`config.mk`:
```
export PLATFORM = sky130hd
export DESIGN_NAME = lpht_mod_unit
export DESIGN_NICKNAME = d
export VERILOG_FILES = /design/src/rtl/lpht_pkg.sv /design/src/rtl/lpht_mod_unit.sv
export SDC_FILE = /design/constraint.sdc
export NUM_CORES = 1
export LEC_CHECK = 0
export ABC_AREA = 1
export BUFFER_PORTS_ARGS = -buffer_cell sky130_fd_sc_hd__buf_2
export CORE_MARGIN = 8
export CORE_UTILIZATION = 62
export DETAILED_ROUTE_END_ITERATION = 10
export PLACE_DENSITY = 0.83
export SYNTH_ARGS = -nofsm -noshare
export SYNTH_HDL_FRONTEND = slang
export SYNTH_SLANG_ARGS = --single-unit
```
`constraint.sdc`:
```
create_clock -name clk -period 12.2 [get_ports clk]
set_clock_uncertainty 0.2 [all_clocks]
set_input_delay 0.61 -clock clk [delete_from_list [all_inputs] [get_ports clk]]
set_output_delay 0.61 -clock clk [all_outputs]
set_load 0.01 [all_outputs]
```
`src/rtl/lpht_pkg.sv`:
```
// shared constants and codes for the linear probe hash table
package lpht_pkg;

  localparam int TABLE_DEPTH = 1024;
  localparam int IDX_W       = $clog2(TABLE_DEPTH);
  localparam int CNT_W       = $clog2(TABLE_DEPTH + 1);
  localparam int KEY_W       = 31;
  localparam int CFG_W       = 11;
  localparam int CMD_W       = 2;
  localparam int STATUS_W    = 2;
  localparam int SLOT_W      = 2;

  localparam int MOD_DIGIT = 4;
  localparam int MOD_STEPS = (KEY_W + MOD_DIGIT - 1) / MOD_DIGIT;
  localparam int MOD_PAD_W = MOD_STEPS * MOD_DIGIT;
  localparam int MOD_STEP_W = (MOD_STEPS > 1) ? $clog2(MOD_STEPS) : 1;

  localparam logic [CMD_W-1:0] CMD_INSERT = 2'd0;
  localparam logic [CMD_W-1:0] CMD_REMOVE = 2'd1;
  localparam logic [CMD_W-1:0] CMD_FIND   = 2'd2;

  localparam logic [STATUS_W-1:0] RES_SUCCESS   = 2'd0;
  localparam logic [STATUS_W-1:0] RES_ABSENT    = 2'd1;
  localparam logic [STATUS_W-1:0] RES_DUPLICATE = 2'd2;
  localparam logic [STATUS_W-1:0] RES_FULL      = 2'd3;

  localparam logic [SLOT_W-1:0] SLOT_EMPTY   = 2'd0;
  localparam logic [SLOT_W-1:0] SLOT_ACTIVE  = 2'd1;
  localparam logic [SLOT_W-1:0] SLOT_DELETED = 2'd2;

endpackage

```
`src/rtl/lpht_mod_unit.sv`:
```
// iterative remainder unit for the home slot, MOD_DIGIT quotient bits per cycle
module lpht_mod_unit (
  input  logic                        clk,
  input  logic                        rst_n,
  input  logic                        start,
  input  logic [lpht_pkg::KEY_W-1:0]  dividend,
  input  logic [lpht_pkg::CNT_W-1:0]  divisor,
  output logic                        done,
  output logic [lpht_pkg::IDX_W-1:0]  remainder
);
  import lpht_pkg::*;

  logic                  busy_r, busy_nxt;
  logic                  done_r, done_nxt;
  logic [MOD_STEP_W-1:0] step_r, step_nxt;
  logic [CNT_W-1:0]      div_r, div_nxt;
  logic [MOD_PAD_W-1:0]  num_r, num_nxt;
  logic [CNT_W-1:0]      rem_r, rem_nxt;
  logic [CNT_W-1:0]      rem_iter;
  logic [CNT_W:0]        trial;

  // MOD_DIGIT restoring steps per cycle on narrow values
  always_comb begin
    rem_iter = rem_r;
    trial    = '0;
    for (int i = 0; i < MOD_DIGIT; i++) begin
      trial = {rem_iter, num_r[MOD_PAD_W-1-i]};
      if (trial >= {1'b0, div_r}) begin
        trial = trial - {1'b0, div_r};
      end
      rem_iter = trial[CNT_W-1:0];
    end
  end

  always_comb begin
    busy_nxt = busy_r;
    done_nxt = 1'b0;
    step_nxt = step_r;
    div_nxt  = div_r;
    num_nxt  = num_r;
    rem_nxt  = rem_r;
    if (start) begin
      busy_nxt = 1'b1;
      step_nxt = '0;
      div_nxt  = divisor;
      num_nxt  = MOD_PAD_W'(dividend);
      rem_nxt  = '0;
    end else if (busy_r) begin
      rem_nxt  = rem_iter;
      num_nxt  = num_r << MOD_DIGIT;
      step_nxt = step_r + 1'b1;
      if (step_r == MOD_STEP_W'(MOD_STEPS - 1)) begin
        busy_nxt = 1'b0;
        done_nxt = 1'b1;
      end
    end
  end

  always_ff @(posedge clk) begin
    if (!rst_n) begin
      busy_r <= 1'b0;
      done_r <= 1'b0;
      step_r <= '0;
    end else begin
      busy_r <= busy_nxt;
      done_r <= done_nxt;
      step_r <= step_nxt;
    end
    div_r <= div_nxt;
    num_r <= num_nxt;
    rem_r <= rem_nxt;
  end

  assign done      = done_r;
  assign remainder = rem_r[IDX_W-1:0];

endmodule

```
==> metrics.csv <==
metric,value,unit
whs_endpoint,div_r[8]$_DFFE_PP_,
place_area,5610,um2
htree_levels,3,
slew_violations,0,
rr_worst_depth,43,
core,8550,um2
hold_viol_final,0,
routedWlPerCell,15.3,um
yosys_warnings,0,
reg2reg_from,div_r[0]$_DFFE_PP_,
cts_made_buffers,9,
rsz0062_at_grt,no,
dpl.hpwl,11000,um
dr_total_vias,4989,
synth_cell_types,41,
syn_avg_cell_area,7.05,um2
postRouteAntennaNets,0,
first_pass_iters,5,
ctsResizeCount,0,
die_x,109,um
cts_setup_buffers,0,
clock_path_buffers,2,
grt_usage,0.241,
ios,56,
slew_headroom,0.181,
final_nets,895,
period_needed,7.73,ns
dieArea,11900,um2
status,finished clean,
grt_pass1_vias,4571,
overflow,0,
synth_nets,858,
synth_flop_cell,edfxtp_1,
cts_tree,built,
fmax,129,MHz
cpPeakStageDelay,0.53,ns
arrival,7.79,ns
antennaDiodeCount,0,
start_kind,register,
gp_congestion,0.979,
min_path_type,primary input to register,
setup_tns,0,ns
end_kind,register,
worstReg2RegEnd,rem_r[6]$_SDFFE_PP0P_,
via_per_inst,5.46,
hp-start,divisor[8],
critPathRequiredTime,12.27,ns
final_cell_area,5830,um2
grt_antenna_before_repair,0,
cts_hold_buf,0,
setup_violations,0,
yosysSeqAreaShare,0.298,
initial_core_util,0.629,
grt_pass1_wl,22600,um
die_y,109,um
port_buffers,55,
drc,0,
synthCells,763,
crit_slowest_cell,edfxtp_1,
clk_latency,0.34,ns
worstPathMaxFanout,12,
critPathKind,register to register,
clk_pin_slew,0.07,ns
min_path_cells,1,
drt_iter0_markers,411,
drt_wl_total,13900,um
async_flop_share,0,
num-fill-cells,747,
drv_cap,0,
root_buffer,clkbuf_8,
ys_ff_latch,59,
r2r_slack,4.47,ns
fin_crit_sh,0.633,
drive_above_1_share,0.144,
dp.cells,897,
grt_start_max_net_pins,45,
cp_common_cell,nand2_1,
clock-sinks,59,
worst_pin_slew,1.23,ns
syn_area,5380,um2
area_delta_synth_final,8.37,%
rows,34,
fin_cells,913,
synth_edf_count,42,
-- logic make-up after synthesis --
family	synth area share
xor+xnor	0.0472
flops	0.298
compound gates	0.0635
simple gates	0.354
buf+inv	0.116
fa+ha+maj	0.122
-- state kept, by name, indices dropped and copies added (netlist names) --
name and cells:
busy_r 1, step_r 3, div_r 11, num_r 32, rem_r 11, done 1
-- Yosys cell counts (3+ instances only) --
| master | n | area share |
|---|---|---|
| nand2_1 | 269 | 0.19 |
| inv_1 | 105 | 0.073 |
| nand3_1 | 48 | 0.045 |
| ha_1 | 46 | 0.11 |
| edfxtp_1 | 42 | 0.23 |
| a21oi_1 | 32 | 0.030 |
| nor2_1 | 31 | 0.022 |
| nand4_1 | 29 | 0.034 |
| xor2_1 | 18 | 0.029 |
| dfxtp_1 | 17 | 0.063 |
| nand2_2 | 17 | 0.020 |
| buf_4 | 11 | 0.015 |
| xnor2_1 | 11 | 0.018 |
| o21ai_0 | 10 | 0.0093 |
| inv_2 | 9 | 0.0063 |
| clkbuf_1 | 8 | 0.0056 |
| buf_2 | 6 | 0.0056 |
| nand3_2 | 5 | 0.0093 |
| buf_6 | 4 | 0.0084 |
| fa_1 | 4 | 0.015 |
| nand3b_1 | 4 | 0.0056 |
| nor3_1 | 4 | 0.0037 |
| o21ai_1 | 4 | 0.0037 |
| nor2_2 | 3 | 0.0035 |
| o21bai_1 | 3 | 0.0042 |
-- per-stage QoR --
stage	utilization	hold slack, ns	setup slack (ns)
final	0.682	0.241	4.47
after global routing	0.682	0.226	3.84
after floorplan	-	0.222	5.93
after CTS	0.682	0.233	4.65
after detailed placement	0.656	0.254	4.71
after global placement	0.656	0.238	4.75
-- per-layer routing --
layer / vias to the layer above / global-route usage / routed length [um]
met5: - / 0 / 0
met4: 0 / 0.0655 / 235
met3: 20 / 0.0626 / 1030
met2: 174 / 0.379 / 6380
met1: 2273 / 0.321 / 6280
li1: 2522 / - / -
-- worst max path at each step --
stage                            start                endpoint  slack, ns  cells after the start
floorplan           div_r[0]$_DFFE_PP_   rem_r[9]$_SDFFE_PP0P_       5.93                     43
global placement    div_r[0]$_DFFE_PP_   rem_r[6]$_SDFFE_PP0P_       4.75                     43
detailed placement  div_r[0]$_DFFE_PP_   rem_r[9]$_SDFFE_PP0P_       4.71                     43
CTS                 div_r[0]$_DFFE_PP_   rem_r[9]$_SDFFE_PP0P_       4.65                     43
global route        div_r[0]$_DFFE_PP_  rem_r[10]$_SDFFE_PP0P_       3.84                     43
finish              div_r[0]$_DFFE_PP_   rem_r[6]$_SDFFE_PP0P_       4.47                     43
-- worst max-delay path, delay by kind of cell (launching register included) --
kind / cells / cell delay (ns)
flops: 1 / 0.53
compound gates: 9 / 1.76
buf+inv: 5 / 0.35
fa+ha+maj: 5 / 1.68
simple gates: 24 / 3.12
-- cells in the final DEF (no fill, tap or decap), types with 18 or more instances in the layout --
cell      synthesis  routed
a21oi_1          32      32
buf_2             6      55
edfxtp_1         42      42
ha_1             46      46
inv_1           105     105
nand2_1         269     269
nand3_1          48      48
nand4_1          29      29
nor2_1           31      31
xor2_1           18      18
-- area by class of cell --
class | count | area [um2] | area share
timing repair buffer | 56 | 283 | 0.0485
sequential | 59 | 1600 | 0.275
clock inverter | 3 | 43.8 | 0.00751
tap | 108 | 135 | 0.0232
clock buffer | 13 | 180 | 0.0309
multi-input combinational | 559 | 3160 | 0.541
inverter | 115 | 432 | 0.0740
Power is left out: the tool's default activity adds up to more than one toggle a clock period on the data nets, which glitch-free logic cannot reach.
